[src/rtl/core/awbd_pkg.sv]
// Shared types and constants of the alpha-weighted 2x2 box downsampler.
// Used by the channel interfaces, the averaging unit and the top level.
`default_nettype none

package awbd_pkg;

  localparam int HEIGHT_LIMIT = 4096;
  localparam int ROW_W        = 12;
  localparam int CFG_DATA_W   = 13;
  localparam int CFG_INDEX_W  = 2;
  localparam int CHAN_CFG_W   = 3;
  localparam int WSUM_W       = 18;
  localparam int SUM_W        = 10;

  localparam logic [CFG_INDEX_W-1:0] REG_SOURCE_WIDTH  = 2'd0;
  localparam logic [CFG_INDEX_W-1:0] REG_SOURCE_HEIGHT = 2'd1;
  localparam logic [CFG_INDEX_W-1:0] REG_CHANNEL_COUNT = 2'd2;

  localparam logic [CHAN_CFG_W-1:0] CHAN_ONE  = 3'd1;
  localparam logic [CHAN_CFG_W-1:0] CHAN_TWO  = 3'd2;
  localparam logic [CHAN_CFG_W-1:0] CHAN_THREE = 3'd3;
  localparam logic [CHAN_CFG_W-1:0] CHAN_ALPHA = 3'd4;

  // Channel 0 sits in the low byte, so a cast to 32 bits packs the pixel.
  typedef struct packed {
    logic [7:0] chan3;
    logic [7:0] chan2;
    logic [7:0] chan1;
    logic [7:0] chan0;
  } in_word_t;

  typedef struct packed {
    logic [7:0] out0;
    logic [7:0] out1;
    logic [7:0] out2;
    logic [7:0] out3;
    logic       row_end;
    logic       frame_end;
  } out_word_t;

  // One 2x2 block handed from the pixel front end to the averaging unit.
  typedef struct packed {
    logic [31:0]           left;
    logic [31:0]           right;
    logic                  from_store;
    logic [CHAN_CFG_W-1:0] chans;
    logic                  row_end;
    logic                  frame_end;
  } job_t;

  typedef enum logic [2:0] {
    AV_IDLE,
    AV_FETCH,
    AV_MAC,
    AV_PREP,
    AV_DIV,
    AV_DONE
  } avg_state_t;

endpackage

`default_nettype wire

[src/rtl/core/awbd_if.sv]
// Valid/ready channel interfaces of the downsampler: source pixels,
// downsampled pixels and register writes. Depends on awbd_pkg.
`default_nettype none


interface awbd_out_if;
  logic                valid;
  logic                ready;
  awbd_pkg::out_word_t data;
  modport source (output valid, output data, input ready);
  modport sink (input valid, input data, output ready);
endinterface


`default_nettype wire

[src/rtl/core/awbd_avg.sv]
// Averaging unit: accumulates the four pixels of a 2x2 block, divides the
// alpha-weighted sums bit by bit when four channels are set, and holds the
// result in an output register. Depends on awbd_pkg and awbd_out_if.
`default_nettype none

module awbd_avg (
  input  logic            clk,
  input  logic            rst,
  input  logic            start,
  input  awbd_pkg::job_t  job,
  input  logic [63:0]     store_data,
  output logic            idle,
  awbd_out_if.source      block
);
  import awbd_pkg::*;

  avg_state_t state, state_next;

  logic [31:0]           pix [4];
  logic [CHAN_CFG_W-1:0] chans;
  logic                  row_end;
  logic                  frame_end;
  logic [1:0]            step;
  logic [WSUM_W-1:0]     wsum [3];
  logic [SUM_W-1:0]      psum [3];
  logic [SUM_W-1:0]      asum;
  logic [WSUM_W-1:0]     rem [3];
  logic [7:0]            quo [3];
  logic [2:0]            bit_idx;
  logic                  out_valid;
  out_word_t             out_data;

  logic [31:0]       cur;
  logic [7:0]        alpha;
  logic [15:0]       prod [3];
  logic [WSUM_W-1:0] dshift;
  logic [7:0]        plain [3];
  logic [SUM_W:0]    round_sum [3];
  logic [SUM_W:0]    alpha_round;
  logic              load_out;
  out_word_t         result;

  // Next state.
  always_comb begin
    state_next = state;
    unique case (state)
      AV_IDLE:  if (start) state_next = job.from_store ? AV_FETCH : AV_MAC;
      AV_FETCH: state_next = AV_MAC;
      AV_MAC:   if (step == 2'd3) state_next = (chans == CHAN_ALPHA) ? AV_PREP : AV_DONE;
      AV_PREP:  state_next = AV_DIV;
      AV_DIV:   if (bit_idx == 3'd0) state_next = AV_DONE;
      AV_DONE:  if (load_out) state_next = AV_IDLE;
      default:  state_next = AV_IDLE;
    endcase
  end

  // Control outputs.
  always_comb begin
    idle     = (state == AV_IDLE);
    load_out = (state == AV_DONE) && (!out_valid || block.ready);
  end

  always_ff @(posedge clk) begin
    if (rst) begin
      state <= AV_IDLE;
    end else begin
      state <= state_next;
    end
  end

  // Datapath of the multiply-accumulate and divide steps.
  always_comb begin
    cur    = pix[step];
    alpha  = cur[31:24];
    dshift = WSUM_W'(asum) << bit_idx;
    for (int ch = 0; ch < 3; ch++) begin
      prod[ch]      = cur[8*ch +: 8] * alpha;
      round_sum[ch] = {1'b0, psum[ch]} + (SUM_W+1)'(2);
      plain[ch]     = round_sum[ch][SUM_W-1:2];
    end
    alpha_round = {1'b0, asum} + (SUM_W+1)'(2);
  end

  always_ff @(posedge clk) begin
    unique case (state)
      AV_IDLE: begin
        if (start) begin
          pix[0]    <= job.left;
          pix[1]    <= job.right;
          pix[2]    <= job.left;
          pix[3]    <= job.right;
          chans     <= job.chans;
          row_end   <= job.row_end;
          frame_end <= job.frame_end;
          step      <= 2'd0;
          asum      <= '0;
          for (int ch = 0; ch < 3; ch++) begin
            wsum[ch] <= '0;
            psum[ch] <= '0;
          end
        end
      end
      AV_FETCH: begin
        pix[0] <= store_data[31:0];
        pix[1] <= store_data[63:32];
      end
      AV_MAC: begin
        step <= step + 2'd1;
        asum <= asum + SUM_W'(alpha);
        for (int ch = 0; ch < 3; ch++) begin
          wsum[ch] <= wsum[ch] + WSUM_W'(prod[ch]);
          psum[ch] <= psum[ch] + SUM_W'(cur[8*ch +: 8]);
        end
      end
      AV_PREP: begin
        bit_idx <= 3'd7;
        for (int ch = 0; ch < 3; ch++) begin
          rem[ch] <= wsum[ch] + WSUM_W'(asum >> 1);
        end
      end
      AV_DIV: begin
        // Restoring division, one quotient bit per cycle; the rounded
        // weighted average never exceeds 255, so eight bits suffice.
        bit_idx <= bit_idx - 3'd1;
        for (int ch = 0; ch < 3; ch++) begin
          if (rem[ch] >= dshift) begin
            rem[ch]          <= rem[ch] - dshift;
            quo[ch][bit_idx] <= 1'b1;
          end else begin
            quo[ch][bit_idx] <= 1'b0;
          end
        end
      end
      AV_DONE: begin
      end
      default: begin
      end
    endcase
  end

  always_comb begin
    result           = '0;
    result.row_end   = row_end;
    result.frame_end = frame_end;
    if (chans == CHAN_ALPHA) begin
      result.out0 = (asum != '0) ? quo[0] : plain[0];
      result.out1 = (asum != '0) ? quo[1] : plain[1];
      result.out2 = (asum != '0) ? quo[2] : plain[2];
      result.out3 = alpha_round[SUM_W-1:2];
    end else begin
      result.out0 = plain[0];
      result.out1 = (chans >= CHAN_TWO) ? plain[1] : 8'd0;
      result.out2 = (chans >= CHAN_THREE) ? plain[2] : 8'd0;
    end
  end

  always_ff @(posedge clk) begin
    if (rst) begin
      out_valid <= 1'b0;
    end else if (load_out) begin
      out_valid <= 1'b1;
    end else if (block.ready) begin
      out_valid <= 1'b0;
    end
  end

  always_ff @(posedge clk) begin
    if (load_out) begin
      out_data <= result;
    end
  end

  assign block.valid = out_valid;
  assign block.data  = out_data;

endmodule

`default_nettype wire

[src/flat_wrapper.sv]
// flat-port wrapper written by rule: the top's interface ports become plain ports
module awbd_avg_flat import awbd_pkg::*;
  (clk, rst, start, job, store_data, idle, block_valid, block_data, block_ready);
  awbd_out_if block_i ();
  input  logic clk;
  input  logic rst;
  input  logic start;
  input  awbd_pkg::job_t job;
  input  logic [63:0] store_data;
  output logic idle;
  output wire logic [$bits(block_i.valid)-1:0] block_valid;
  output wire logic [$bits(block_i.data)-1:0] block_data;
  input wire logic [$bits(block_i.ready)-1:0] block_ready;
  assign block_valid = block_i.valid;
  assign block_data = block_i.data;
  assign block_i.ready = block_ready;
  awbd_avg u_core (.clk(clk), .rst(rst), .start(start), .job(job), .store_data(store_data), .idle(idle), .block(block_i));
endmodule
[config.mk]
export PLATFORM = sky130hd
export DESIGN_NAME = awbd_avg_flat
export DESIGN_NICKNAME = d
export VERILOG_FILES = /design/src/rtl/core/awbd_pkg.sv /design/src/rtl/core/awbd_if.sv /design/src/rtl/core/awbd_avg.sv /design/src/flat_wrapper.sv
export SDC_FILE = /design/constraint.sdc
export NUM_CORES = 1
export LEC_CHECK = 0
export BUFFER_PORTS_ARGS = -buffer_cell sky130_fd_sc_hd__buf_2
export CORE_MARGIN = 2
export CORE_UTILIZATION = 55
export DETAILED_ROUTE_END_ITERATION = 12
export PLACE_DENSITY_LB_ADDON = 0.08
export SYNTH_ARGS = -nofsm -noshare
export SYNTH_HDL_FRONTEND = slang
export SYNTH_SLANG_ARGS = --single-unit
[constraint.sdc]
create_clock -name clk -period 8.2 [get_ports clk]
set_input_delay 1.64 -clock clk [delete_from_list [all_inputs] [get_ports clk]]
set_output_delay 1.64 -clock clk [all_outputs]
set_load 0.005 [all_outputs]
==> Word level (Yosys, flattened, before mapping) <==
Memories as Yosys holds them, arrays and structs flattened. A register that Yosys moved wholly into a read port is not among the register bits.
Index checks and enable logic that the tools add are counted.
{ "op_classes": {"add_sub_neg": 19, "multipliers": 3, "order_cmp": 7, "eq_ne": 11, "n_shift": 1, "muxes": 88, "n_bitwise": 35, "reduce_logical": 13} }
{ "op_table": {"columns": ["operator", "count"], "rows": [
  ["$mux W18", 6],
  ["$mux W8", 11],
  ["$mux W32", 2],
  ["$add A18 B16 Y18", 3],
  ["$add A18 B9 Y18", 3],
  ["$ge A18 B18 Y1", 3],
  ["$sub A18 B18 Y18", 3],
  ["$mux W1", 51],
  ["$mul A8 B8 Y16", 3],
  ["$add A10 B2 Y10 const B", 4],
  ["$add A10 B8 Y10", 4],
  ["$mux W10", 4],
  ["$or A1 B1 Y1", 35],
  ["$mux W24", 1],
  ["$pmux W10 S2", 1],
  ["$pmux W3 S6", 1],
  ["$shl A10 B3 Y18", 1],
  ["$mux W3", 5],
  ["$reduce_bool A10 Y1", 1],
  ["$eq A3 B3 Y1 const B", 3],
  ["$eq A3 B2 Y1 const B", 2],
  ["$ge A3 B2 Y1 const B", 2],
  ["$logic_not A3 Y1", 2],
  ["$mux W2", 3],
  ["17 further kinds", 23]
]} }
{ "totals": {"ff_bits": 58, "ram_bits": 290, "inputBits": 138, "out_inout_bits": 36, "word_cells": 196, "memories": 5} }
{ "memory_table": {"columns": ["memory", "words", "word_bits", "rd", "rd_ports_with_merged_regs", "write_ports", "line_no", "source"], "rows": [
  ["u_core.pix", 4, 32, 1, 1, 4, "awbd_avg.sv:19", "logic [31:0] pix [4];"],
  ["u_core.rem", 3, 18, 3, 0, 3, "awbd_avg.sv:27", "logic [WSUM_W-1:0] rem [3];"],
  ["u_core.wsum", 3, 18, 3, 0, 3, "awbd_avg.sv:24", "logic [WSUM_W-1:0] wsum [3];"],
  ["u_core.psum", 3, 10, 3, 0, 3, "awbd_avg.sv:25", "logic [SUM_W-1:0] psum [3];"],
  ["u_core.quo", 3, 8, 3, 0, 3, "awbd_avg.sv:28", "logic [7:0] quo [3];"]
]} }

==> Depth between registers and ports, before layout <==
{ "depth": {"ltp_word": 6, "ltp_mapped": 26, "mapped_depth_nobuf": 23} }

==> Least setup slack after synthesis <==
OpenSTA, ideal clock, no wires.
{ "synth_timing": {"kind": "register to register", "from": "register (tool-made name)", "to": "memory u_core.wsum[1][16], in the netlist u_core.wsum[0][34], data pin", "setup_time_ns": 0.266, "t_arrival_ns": 5.312, "required_ns": 7.934, "path_slack_ns": 2.622, "path_stages_with_launch": 25, "n_path_buf": 3, "synth_period_minus_slack_ns": 5.578, "path_cell_list": "dfxtp_1 > buf_2 > buf_2 > buf_2 > mux2i_1 > nand2_1 > o21ai_0 > inv_1 > nand2_1 > fa_1 > inv_1 > fa_1 > ha_1 > inv_1 > fa_1 > inv_1 > ha_1 > a21o_1 > a21o_1 > a2111oi_0 > or3_1 > nand3_1 > a41oi_1 > xor2_1 > nor2_1"} }
{ "synth_lines": {"columns": ["element", "line_no"], "rows": [
  ["to (decl)", "awbd_avg.sv:24"]
]} }

==> results.toml <==
[sta]
setup_slack_ps = 1400
relSlewSlack = 0.200
hold_viol = 0
finalCritPeriodShare = 0.830
finalSetupTns_ps = 0
skew_ps = 27.3
fmax_mhz = 147
rsz0062_at_grt = "false"
fin_crit_ps = 6800
finalSetupViolCount = 0
drv_slew = 0
tightest_slew_ps = 1190

[cts]
cts_made_buffers = 42
clk_latency_ps = 580
cts_max_level = 2
cts_sinks = 350
clockBufferDepth = 3
cts_resized = 0
holdBufCountCts = 0
postCtsSetupRepairBufs = 0
cts_root_buf = "clkbuf_16"
path_clk_slew_ps = 70
cts_tree = "done"

[global_routing]
overflow = 0
track_usage = 0.277
grt_max_degree = 70
grt_pass1_wl_um = 113000
antenna_found_initial = 3
grt_pass1_vias = 20400

[floorplanning]
ioPinCount = 174
rows = 82
dieArea_mm2 = 0.0523
die_h_um = 229
start_util = 0.556
core_area_mm2 = 0.0500
die_w_um = 229

[layout]
drive_gt1_frac = 0.141
syn2layout_area_growth_pct = 10.6
layout_commonest_cell = "inv_1"
layout.nets = 3368
final_cell_mix = "373 x inv_1, 336 x edfxtp_1, 237 x ha_1, 236 x nand2_1, 219 x nor2_1"

[synth]
synth_fp_nets = 3196
synth_cell_types = 75
ys_seq_elements = 350
synth_edf_count = 336
netlist_instances = 2661
async_reset_ff_frac = 0
syn_area_mm2 = 0.0278
yosysSeqAreaShare = 0.374
avgSynthCellArea_um2 = 10.4
yosysWarnings = 0
synth-main-ff-cell = "edfxtp_1"

[route]
wire_per_inst_um = 20.3
drtIter0Drc = 1496
vias = 20000
ant_nets = 0
first_pass_iters = 6
vias_per_cell = 5.65
drcViolationCount = 0
drt-total-wl_um = 71800

[setup_path]
cp.arrival_ps = 7110
crit_top_cell = "inv_1"
slowest_delay_ps = 910
rrSetupSlack_ps = 1400
path_class = "reg2reg"
worst-path-max-fanout = 29
required_ps = 8510
crit_slowest_cell = "o21ai_0"
setup.worst_path.start_class = "flip-flop"
crit_path_end_kind = "flip-flop"
crit_chain = "mux2_2, o21ai_0, inv_1, nand2_1, fa_1, inv_1, ha_1, ha_1, inv_1, fa_1, inv_1, ha_1, inv_1, fa_1, nor2b_1, o21a_1, o21ai_0, a211oi_1, nor3_1, o31ai_1, xnor2_1, nor2_1"

[job]
maxCapViolations = 0

[hold_path]
holdCritPathClass = "reg2reg"

[place]
gp_congestion = 0.924
port_buffers = 173
dpl_worst_slack_ps = 1340
dp_hpwl_um = 54800

[run_status]
outcome = "finished, final reports clean"
-- worst paths after layout --
path,to,from,cells past startpoint
max,u_core.wsum[0][35]$_SDFFCE_PN0P_,flip-flop,22
min,u_core.block.data[0]$_DFFE_PP_,u_core.frame_end$_DFFE_PP_,0
max reg2reg,u_core.wsum[0][35]$_SDFFCE_PN0P_,flip-flop,22
min reg2reg,u_core.block.data[0]$_DFFE_PP_,u_core.frame_end$_DFFE_PP_,0
-- registers in the layout (all words and copies together), names as in the netlist, named ones only --
signal	flops
u_core.asum	10
u_core.step	2
u_core.block.valid	1
u_core.psum	30
u_core.bit_idx	3
u_core.frame_end	1
u_core.state	3
u_core.wsum	54
u_core.pix	128
u_core.quo	24
u_core.block.data	34
u_core.row_end	1
u_core.rem	54
u_core.chans	3
-- synthesized netlist by cell type (3+ instances only) --
cell type / instances / area, um2
inv_1: 375 / 1410
edfxtp_1: 336 / 10100
ha_1: 237 / 2970
nand2_1: 237 / 890
nor2_1: 219 / 822
fa_1: 160 / 3200
a21oi_1: 101 / 505
o21ai_0: 101 / 505
mux2_2: 94 / 1060
xnor2_1: 83 / 727
xor2_1: 83 / 727
mux2i_1: 78 / 781
and2_1: 58 / 363
nor3_1: 51 / 255
clkbuf_1: 47 / 176
nand3_1: 42 / 210
and3_1: 34 / 213
a21o_1: 27 / 203
nand2b_1: 27 / 169
nor2b_1: 25 / 156
a211oi_1: 22 / 165
mux4_2: 16 / 360
nand4_1: 15 / 93.8
a21boi_0: 14 / 105
dfxtp_1: 14 / 280
o21a_1: 13 / 97.6
a31oi_1: 10 / 62.6
o21ai_1: 10 / 50.1
o21bai_1: 10 / 75.1
or3_1: 10 / 62.6
a41oi_1: 9 / 78.8
buf_1: 8 / 30.0
nor3b_1: 8 / 60.1
or2_2: 8 / 50.1
o211ai_1: 6 / 45.0
a21oi_2: 5 / 43.8
buf_2: 5 / 25.0
buf_6: 5 / 56.3
nor4_1: 4 / 25.0
o41ai_1: 4 / 35.0
a221oi_1: 3 / 26.3
o31ai_1: 3 / 22.5
-- metrics by stage --
stage,util,hold WS (ps),cell area [um2],std cells
6_report,0.615,435,30700,3536
4_1_cts,0.615,436,30700,3535
3_3_place_gp,0.587,401,29300,3461
3_5_place_dp,0.587,416,29300,3461
5_1_grt,0.615,441,30700,3536
2_1_floorplan,-,400,27800,2661
-- logic make-up after synthesis --
family / share of synthesized area
compound gates: 0.0847
xor+xnor: 0.0524
fa+ha+maj: 0.222
simple gates: 0.125
mux: 0.0803
buf+inv: 0.0621
flops: 0.374
-- per-layer routing --
| layer | routed length (um) | part of all wire | up-vias | global-route usage |
|---|---|---|---|---|
| met2 | 32800 | 0.46 | 643 | 0.443 |
| met1 | 32200 | 0.45 | 9753 | 0.385 |
| met3 | 3660 | 0.051 | 133 | 0.0294 |
| met4 | 3120 | 0.043 | 4 | 0.124 |
| li1 | - | - | 9462 | - |
| met5 | 21 | 0.00029 | - | 0 |
-- cell type report --
cell class | count | area, um2
Antenna cell | 1 | 2.50
Timing Repair Buffer | 194 | 1020
Multi-Input combinational cell | 1868 | 15700
Clock buffer | 47 | 1090
Clock inverter | 27 | 272
Sequential cell | 350 | 10400
Inverter | 377 | 1420
Tap cell | 672 | 841
Fill cell | 4136 | 19300
-- worst max-delay path: cells and delay by family, from the launching register on --
kind,cells,cell delay (ps)
buffers and inverters,5,630
AO/OA/AOI/OAI,5,1990
multiplexers,1,400
AND/OR/NAND/NOR,4,590
flip-flops,1,830
adder cells (fa/ha/maj),6,1900
XOR/XNOR,1,160
Power is left out: the tool's default activity adds up to more than one toggle a clock period on the data nets, which glitch-free logic cannot reach.
